### src/rtl/affine_2d_transform_unit_core_macros.svh
// Assertion macros for the affine transform unit.
// Used by the top level; expects clk and rst_n in scope.
`ifndef AFFINE_2D_TRANSFORM_UNIT_CORE_MACROS_SVH
`define AFFINE_2D_TRANSFORM_UNIT_CORE_MACROS_SVH

// same-cycle implication
`define AFF2D_ASSERT_IMPL(label, ante, cons, msg) \
    label: assert property (@(posedge clk) disable iff (!rst_n) (ante) |-> (cons)) \
        else $error(msg);

// next-cycle implication
`define AFF2D_ASSERT_NEXT(label, ante, cons, msg) \
    label: assert property (@(posedge clk) disable iff (!rst_n) (ante) |=> (cons)) \
        else $error(msg);

`endif

### src/rtl/aff2d_pkg.sv
// Shared types, constants and helper functions of the affine transform unit.
// No dependencies.
package aff2d_pkg;

    localparam int FRAC_BITS_DEF = 16;
    localparam int WORD_W        = 32;
    localparam int OPND_W        = 33;
    localparam int PROD_W        = 66;
    localparam int ADJ_W         = 64;
    localparam int ACC_W         = 128;

    typedef logic [2:0] opcode_t;
    localparam opcode_t OP_IDENTITY  = 3'd0;
    localparam opcode_t OP_LOAD_ROW  = 3'd1;
    localparam opcode_t OP_TRANSLATE = 3'd2;
    localparam opcode_t OP_SCALE     = 3'd3;
    localparam opcode_t OP_ROTATE    = 3'd4;
    localparam opcode_t OP_INVERT    = 3'd5;
    localparam opcode_t OP_POINT     = 3'd6;
    localparam opcode_t OP_READ_ROW  = 3'd7;

    typedef enum logic [2:0] {
        ST_IDLE, ST_FETCH, ST_MUL, ST_ACC, ST_STORE, ST_DIV_GO, ST_DIV_WAIT, ST_FINISH
    } state_t;

    typedef enum logic [1:0] {MODE_PROD, MODE_COF, MODE_DET, MODE_DIV} mode_t;

    typedef struct packed {
        logic              start;
        logic [ADJ_W-1:0]  num_mag;
        logic [ACC_W-1:0]  den_mag;
    } div_req_t;

    typedef struct packed {
        logic              busy;
        logic              done;
        logic [ACC_W-1:0]  quo_mag;
    } div_rsp_t;

    typedef struct packed {
        logic              flag;
        logic [WORD_W-1:0] value;
    } sat_t;

    // clamp a wide two's complement value to 32 bits
    function automatic sat_t sat32(input logic [ACC_W-1:0] v);
        sat_t r;
        r.flag  = 1'b0;
        r.value = v[WORD_W-1:0];
        if (v[ACC_W-1]) begin
            if (!(&v[ACC_W-1:WORD_W-1])) begin
                r.flag  = 1'b1;
                r.value = {1'b1, {(WORD_W-1){1'b0}}};
            end
        end
        else if (|v[ACC_W-1:WORD_W-1]) begin
            r.flag  = 1'b1;
            r.value = {1'b0, {(WORD_W-1){1'b1}}};
        end
        return r;
    endfunction

    // cofactor operands {p, q, r, s} as {row, col} pairs, adj = m[p]*m[q] - m[r]*m[s]
    function automatic logic [15:0] cof_pos(input logic [1:0] row, input logic [1:0] col);
        logic [15:0] r;
        unique case ({row, col})
            4'b0000: r = 16'b0101_1010_0110_1001;
            4'b0001: r = 16'b0010_1001_0001_1010;
            4'b0010: r = 16'b0001_0110_0010_0101;
            4'b0100: r = 16'b0110_1000_0100_1010;
            4'b0101: r = 16'b0000_1010_0010_1000;
            4'b0110: r = 16'b0010_0100_0000_0110;
            4'b1000: r = 16'b0100_1001_0101_1000;
            4'b1001: r = 16'b0001_1000_0000_1001;
            4'b1010: r = 16'b0000_0101_0001_0100;
            default: r = '0;
        endcase
        return r;
    endfunction

endpackage

### src/rtl/aff2d_div.sv
// Restoring divider, one quotient bit per cycle, unsigned magnitudes.
// Depends on aff2d_pkg.
module aff2d_div
    import aff2d_pkg::*;
#(
    parameter int FRAC_BITS = FRAC_BITS_DEF
)
(
    input  logic     clk,
    input  logic     rst_n,
    input  div_req_t req,
    output div_rsp_t rsp
);

    // numerator is |adj| << 2F, so 64 + 2F bits
    localparam int STEPS = ADJ_W + 2 * FRAC_BITS;
    localparam int CNT_W = $clog2(STEPS + 1);

    logic [ACC_W-1:0] rem_reg, quo_reg, den_reg;
    logic [CNT_W-1:0] cnt_reg;
    logic             busy_reg, done_reg;
    logic [ACC_W-1:0] rem_shift, rem_diff;
    logic             fits;

    assign rem_shift = {rem_reg[ACC_W-2:0], quo_reg[ACC_W-1]};
    assign fits      = rem_shift >= den_reg;
    assign rem_diff  = rem_shift - den_reg;

    always_ff @(posedge clk or negedge rst_n) begin
        if (!rst_n) begin
            busy_reg <= 1'b0;
            done_reg <= 1'b0;
            cnt_reg  <= '0;
        end
        else begin
            done_reg <= 1'b0;
            if (req.start) begin
                busy_reg <= 1'b1;
                cnt_reg  <= CNT_W'(STEPS);
            end
            else if (busy_reg) begin
                cnt_reg <= cnt_reg - 1'b1;
                if (cnt_reg == CNT_W'(1)) begin
                    busy_reg <= 1'b0;
                    done_reg <= 1'b1;
                end
            end
        end
    end

    always_ff @(posedge clk) begin
        if (req.start) begin
            rem_reg <= '0;
            quo_reg <= {req.num_mag, {(ACC_W-ADJ_W){1'b0}}};
            den_reg <= req.den_mag;
        end
        else if (busy_reg) begin
            rem_reg <= fits ? rem_diff : rem_shift;
            quo_reg <= {quo_reg[ACC_W-2:0], fits};
        end
    end

    assign rsp.busy    = busy_reg;
    assign rsp.done    = done_reg;
    assign rsp.quo_mag = quo_reg;

endmodule

### config.mk
export PLATFORM = sky130hd
export DESIGN_NAME = aff2d_div
export DESIGN_NICKNAME = d
export VERILOG_FILES = /design/src/rtl/affine_2d_transform_unit_core_macros.svh /design/src/rtl/aff2d_pkg.sv /design/src/rtl/aff2d_div.sv
export SDC_FILE = /design/constraint.sdc
export NUM_CORES = 1
export LEC_CHECK = 0
export BUFFER_PORTS_ARGS = -buffer_cell sky130_fd_sc_hd__buf_4
export CAP_MARGIN = 20
export CORE_UTILIZATION = 55
export CTS_BUF_LIST = sky130_fd_sc_hd__clkbuf_4 sky130_fd_sc_hd__clkbuf_8
export DETAILED_ROUTE_END_ITERATION = 7
export PLACE_DENSITY = 0.77
export RECOVER_POWER = 25
export SLEW_MARGIN = 5
export SYNTH_ARGS = -nofsm -noshare
export SYNTH_HDL_FRONTEND = slang
export SYNTH_SLANG_ARGS = --single-unit
### constraint.sdc
create_clock -name clk -period 6.5 [get_ports clk]
set_input_delay 1.3 -clock clk [delete_from_list [all_inputs] [get_ports clk]]
set_output_delay 1.3 -clock clk [all_outputs]
set_load 0.03 [all_outputs]
==> results.sh, run 1 <==
export IMPL_clock_sinks=392
export IMPL_p_comb_share_pct=13.8
export IMPL_fin_setup_tns_ps=0
export IMPL_drt_first_pass_iters=8
export IMPL_synth_nets=2983
export IMPL_whs_ps=475
export IMPL_synth_cell_types=89
export IMPL_max_freq_mhz=186
export IMPL_power_frac_clock_pct=40.8
export IMPL_grt_ovfl_total=0
export IMPL_die_area_sq_mm=0.0435
export IMPL_internal_power_mw=4.45
export IMPL_yosysSeqAreaShare_pct=41.8
export IMPL_fin_crit_sh_pct=82.5
export IMPL_synthCells=2657
export IMPL_drt_iter0_drc=1981
export IMPL_path_cells="clkbuf_1 > buf_4 > nor2_4 > inv_1 > buf_4"
export IMPL_p_leak_nw=12.2
export IMPL_crit_path_max_fanout=70
export IMPL_cp_data_required_time_ps=6770
export IMPL_worst_slack_ps=1140
export IMPL_yosys_most_used_dff="edfxtp_1"
export IMPL_place_ws_ps=1970
export IMPL_fin_crit_ps=5360
export IMPL_dp_hpwl_um=53100
export IMPL_fillerInstances=3529
export IMPL_cts_buffer_depth=3
export IMPL_crit_path_frequent_cell="buf_4"
export IMPL_cp_slowest_stage_delay_ps=2640
export IMPL_clkTransAtPathRegs_ps=60
export IMPL_io_pins=325
export IMPL_postCtsHoldBufs=0
export IMPL_track_usage_pct=32.3
export IMPL_die_w_um=209
export IMPL_wl_per_cell_um=20.4
export IMPL_avgSynthCellArea_sq_um=8.83
export IMPL_die_h_um=209
export IMPL_cts_resized=0
export IMPL_final_cells=3516
export IMPL_rsz0062_at_grt="false"
export IMPL_power_mw=6.15
export IMPL_hold_viol_final=0
export IMPL_grt_max_degree=191
export IMPL_violations="max-capacitance violations, max-slew violations"
export IMPL_layout_nets=3246
export IMPL_cap_violations=1
export IMPL_clock_skew_ps=41.7
export IMPL_place_congestion=1.00
export IMPL_dp_cells=3386
export IMPL_cp_end_kind="register"
export IMPL_worst_pin_slew_ps=3820
export IMPL_wl_um=71600
export IMPL_synth_edff_count=192
export IMPL_netlist_area_sq_mm=0.0235
export IMPL_drc=0
export IMPL_drive_above_1_share_pct=16.3
export IMPL_relSlewSlack_pct=-155
export IMPL_critPathKind="in -> reg"
export IMPL_num_rows=75
export IMPL_ir_drop_mv=0.190
export IMPL_p_sw_mw=1.70
export IMPL_htree_num_levels=3
export IMPL_initial_core_util_pct=55.8
export IMPL_powerDensity_mw_per_mm2=223
export IMPL_cp_start_kind="primary input"
export IMPL_io_buffers=324
export IMPL_worst_hold_path_type="reg -> reg"
export IMPL_cts_root_buf="clkbuf_8"
export IMPL_grt_antenna_before_repair=2
export IMPL_seqPwrFrac_pct=45.5
export IMPL_cts_setup_buffers=0
export IMPL_cts_tree="done"
export IMPL_critPathSlowestCell="clkbuf_1"
export IMPL_area_growth_pct=17.6
export IMPL_grt_pass1_vias=20500
export IMPL_grt_pass1_wl_um=111000
export IMPL_synth_seq_cells=392
export IMPL_crit_buf_inv=4
export IMPL_setup_viol=0
export IMPL_avgViaCountPerCell=6.05
export IMPL_numCtsBuffers=70
export IMPL_dr_total_vias=21300
export IMPL_status="complete, but fails checks"
export IMPL_clk_latency_ps=680
export IMPL_crit_family="buffers and inverters"
export IMPL_coreArea_sq_mm=0.0420
export IMPL_sw_frac_of_total_pct=27.6
export IMPL_cp_arrival_ps=5630
export IMPL_async_flop_share_pct=2.30
export IMPL_yosysWarnings=0
export IMPL_drv_slew=70
export IMPL_detail_route_antenna_nets=0
==> routing by layer <==
metal,vias to the layer above,track usage [%],share of wire [%]
met3,135,7.77,8.7
met4,0,10.1,2.8
li1,10100,-,-
met5,-,0,0
met1,10100,43.6,43
met2,906,51.2,45
==> worst paths after layout <==
check	startpoint	to	slack, ps	cells after the start
max in group asynchronous	rst_n	busy_reg	5550	1
min	rem_reg[12]	rem_reg[12]	480	2
max	req[192]	quo_reg[70]	1140	5
min in group asynchronous	rst_n	done_reg	580	1
max reg2reg	quo_reg[127]	rem_reg[111]	1910	17
min reg2reg	rem_reg[12]	rem_reg[12]	480	2
==> worst reg2reg max path: cells and delay by family, from the launching register on <==
family,cells,cell delay (ps)
and+or+nand+nor,2,470
adders and majority gates,2,630
AOI/OAI and AO/OA,10,1830
buffers and inverters,3,1140
DFF,1,360
==> through the flow <==
| stage | area [sq um] | utilization [%] |
|---|---|---|
| 5_1_grt | 27600 | 65.6 |
| 4_1_cts | 27600 | 65.7 |
| 2_1_floorplan | 23500 | - |
| 3_5_place_dp | 26100 | 62.1 |
| 3_3_place_gp | 26100 | 62.1 |
| 6_report | 27600 | 65.6 |
==> final cells by class <==
class | count | area [sq um] | area share, %
multi-input cells | 1933 | 12300 | 44.8
flip-flops and latches | 392 | 9820 | 35.6
repair buffers | 341 | 2550 | 9.25
clock buffers | 95 | 1170 | 4.24
inverters | 182 | 683 | 2.48
well taps | 539 | 674 | 2.44
clock inverters | 32 | 337 | 1.22
diodes | 2 | 5.00 | 0.0181
==> placed cells by master (no fill, tap or decap), types with 25 or more instances in the layout <==
| cell | instances |
|---|---|
| nand2_1 | 322 |
| nor2_1 | 285 |
| a21oi_1 | 223 |
| buf_4 | 208 |
| edfxtp_1 | 192 |
| dfxtp_1 | 191 |
| inv_1 | 180 |
| o21ai_0 | 147 |
| clkbuf_4 | 142 |
| ha_1 | 130 |
| mux2i_1 | 79 |
| xnor2_1 | 77 |
| a311oi_1 | 74 |
| clkbuf_8 | 73 |
| nand4_1 | 64 |
| a22o_1 | 63 |
| a21o_1 | 59 |
| o21bai_1 | 43 |
| xor2_1 | 40 |
| nor3_1 | 31 |
| o21ai_1 | 27 |
| nand3_1 | 25 |
==> cells by family after synthesis <==
group           after synthesis  share of synthesized area, %
compound gates              796                          22.5
xor+xnor                    117                          4.37
flops                       392                          41.8
mux                          82                          3.53
simple gates                807                          15.1
fa+ha+maj                   131                          7.02
buf+inv                     332                          5.63
==> synth_stat cells (7+ instances only) <==
| cell | n | area (sq um) |
|---|---|---|
| buf_2 | 37 | 185 |
| dfxtp_1 | 191 | 3820 |
| and2_1 | 7 | 43.8 |
| nor4_1 | 11 | 68.8 |
| nor2_1 | 287 | 1080 |
| xnor2_1 | 77 | 674 |
| a21o_1 | 59 | 443 |
| nand2_1 | 322 | 1210 |
| a22o_1 | 63 | 552 |
| o31ai_1 | 9 | 67.6 |
| nand2b_1 | 7 | 43.8 |
| o21bai_1 | 43 | 323 |
| a21oi_1 | 223 | 1120 |
| o211ai_1 | 11 | 82.6 |
| a21boi_0 | 8 | 60.1 |
| inv_1 | 180 | 676 |
| nand4_1 | 64 | 400 |
| o21a_1 | 19 | 143 |
| or3_1 | 11 | 68.8 |
| mux2i_1 | 79 | 791 |
| dfrtp_1 | 9 | 225 |
| a311oi_1 | 74 | 648 |
| a31oi_1 | 14 | 87.6 |
| clkbuf_1 | 99 | 372 |
| nor3_1 | 31 | 155 |
| a211oi_1 | 17 | 128 |
| xor2_1 | 40 | 350 |
| buf_4 | 7 | 52.6 |
| nand3_1 | 25 | 125 |
| ha_1 | 130 | 1630 |
| a22oi_1 | 22 | 165 |
| o21ai_1 | 27 | 135 |
| o21ai_0 | 147 | 736 |
| edfxtp_1 | 192 | 5770 |
==> power by group through the flow <==
stage	Combinational (mW)	Sequential [mW]	Clock (mW)
global placement	0.832	2.84	0
global route	0.916	2.81	2.65
finish	0.847	2.80	2.51
CTS	0.843	2.80	2.55
detailed placement	0.842	2.84	0
floorplan	0.465	2.90	0
Power figures use the tool's default switching activity.
==> run 2, diff against run 1 <==
Clock period 6.5 ns to 5.2 ns, I/O delays scaled along.
==> run 2 against run 1 <==
Net effect: the flow still finishes with violations (max-capacitance violations, max-slew violations); cell count grew 0.17%; combinational power grew 25%; via count is essentially flat; critical path depth grew 10; global-route usage is essentially flat; highest routed layer unchanged.
==> results.sh, run 2 (synthesized netlist as in run 1, its figures left out) <==
export IMPL_num_rows=75
export IMPL_cts_tree="done"
export IMPL_seqCellArea_sq_mm=0.00982
export IMPL_dp_hpwl_um=52900
export IMPL_grt_max_degree=185
export IMPL_htree_num_levels=3
export IMPL_grt_pass1_wl_um=112000
export IMPL_gr_max_usage_layer="met2"
export IMPL_avgViaCountPerCell=6.04
export IMPL_cp_end_kind="register"
export IMPL_critPathKind="reg -> reg"
export IMPL_cts_root_buf="clkbuf_8"
export IMPL_final_cell_mix="nand2_1 (322), nor2_1 (285), a21oi_1 (223)"
export IMPL_ir_drop_mv=0.274
export IMPL_met1_usage_pct=42.6
export IMPL_fin_crit_ps=4380
export IMPL_initial_core_util_pct=55.8
export IMPL_wl_um=71700
export IMPL_place_ws_ps=744
export IMPL_clkTransAtPathRegs_ps=60
export IMPL_grt_pass1_vias=20600
export IMPL_clock_skew_ps=33.7
export IMPL_hold_viol_final=0
export IMPL_die_area_sq_mm=0.0435
export IMPL_die_h_um=209
export IMPL_grt_ovfl_total=0
export IMPL_powerDensity_mw_per_mm2=278
export IMPL_track_usage_pct=32.3
export IMPL_max_freq_mhz=228
export IMPL_drv_slew=149
export IMPL_met2_usage_pct=51.7
export IMPL_grt_antenna_before_repair=3
export IMPL_drt_first_pass_iters=6
export IMPL_cts_buffer_depth=3
export IMPL_clk_latency_ps=680
export IMPL_die_w_um=209
export IMPL_place_congestion=0.999
export IMPL_crit_path_max_fanout=50
export IMPL_cts_setup_buffers=0
export IMPL_numCtsBuffers=70
export IMPL_worst_pin_slew_ps=2940
export IMPL_rsz0062_at_grt="false"
export IMPL_postCtsHoldBufs=0
export IMPL_met3_usage_pct=7.89
export IMPL_cap_violations=2
export IMPL_drc=0
export IMPL_detail_route_antenna_nets=0
export IMPL_cp_arrival_ps=4880
export IMPL_area_growth_pct=17.9
export IMPL_cp_data_required_time_ps=5700
export IMPL_multi_input_area_sq_mm=0.0123
export IMPL_drive_above_1_share_pct=16.6
export IMPL_coreArea_sq_mm=0.0420
export IMPL_io_buffers=324
export IMPL_drt_iter0_drc=1975
export IMPL_layout_nets=3249
export IMPL_worst_hold_path_type="in -> async"
export IMPL_status="complete, but fails checks"
export IMPL_worst_slack_ps=818
export IMPL_fillerInstances=3497
export IMPL_fin_crit_sh_pct=84.3
export IMPL_p_leak_nw=12.2
export IMPL_io_pins=325
export IMPL_cp_start_kind="register"
export IMPL_dr_total_vias=21300
export IMPL_fin_setup_tns_ps=0
export IMPL_wl_per_cell_um=20.3
export IMPL_relSlewSlack_pct=-96.3
export IMPL_cts_resized=0
export IMPL_clock_sinks=392
export IMPL_setup_viol=0
export IMPL_violations="max-capacitance violations, max-slew violations"
export IMPL_final_common_cell="nand2_1"
run 2: layout make-up:
cell class / instances / share of cell area, %
Sequential cell: 392 / 35.5
Clock inverter: 34 / 1.19
Antenna cell: 3 / 0.0271
Multi-Input combinational cell: 1933 / 44.6
Inverter: 182 / 2.47
Clock buffer: 95 / 4.32
Timing Repair Buffer: 344 / 9.43
Tap cell: 539 / 2.44
run 2: through the flow:
step / hold slack (ps) / area (sq um) / std cells / power, mW / utilization, %
2_1_floorplan: 445 / 23500 / 2657 / 4.21 / -
3_3_place_gp: 458 / 26200 / 3389 / 4.59 / 62.2
3_5_place_dp: 463 / 26200 / 3389 / 4.61 / 62.2
4_1_cts: 151 / 27700 / 3518 / 7.75 / 65.9
5_1_grt: 322 / 27700 / 3521 / 7.96 / 65.8
6_report: 319 / 27700 / 3522 / 7.69 / 65.8
run 2: worst paths after layout:
path	from	to	slack, ps	cells past startpoint
setup / recovery	den_reg[5]	rem_reg[75]	820	15
hold / removal	rst_n	cnt_reg[0]	320	1
setup reg to reg	den_reg[5]	rem_reg[75]	820	15
hold reg to reg	rem_reg[12]	rem_reg[12]	480	2
max in group asynchronous	rst_n	busy_reg	4490	1
min in group clk	rem_reg[12]	rem_reg[12]	480	2
run 2: routing by layer:
| layer | vias up | share of wire (%) | wire (um) |
|---|---|---|---|
| met5 | - | 0 | 0 |
| met4 | 0 | 3.3 | 2380 |
| met3 | 166 | 8.8 | 6340 |
| met2 | 953 | 46 | 32600 |
| met1 | 10000 | 42 | 30300 |
| li1 | 10100 | - | - |
run 2: power by group:
part	switching, mW	internal (mW)
Combinational	0.656	0.407
Sequential	0.0844	3.41
Clock	1.40	1.73
run 2: critical path, cell delays in order (launching register included):
cell and delay [ps]:
edfxtp_1 390, inv_1 70, ha_1 270, a21oi_1 200, o21ai_1 110, a2111o_1 440
o21ai_2 230, o21bai_2 150, a21oi_2 340, o211ai_1 180, a41oi_1 370, o31ai_4 120
inv_2 580, buf_12 340, nand2_1 100, a311oi_1 290
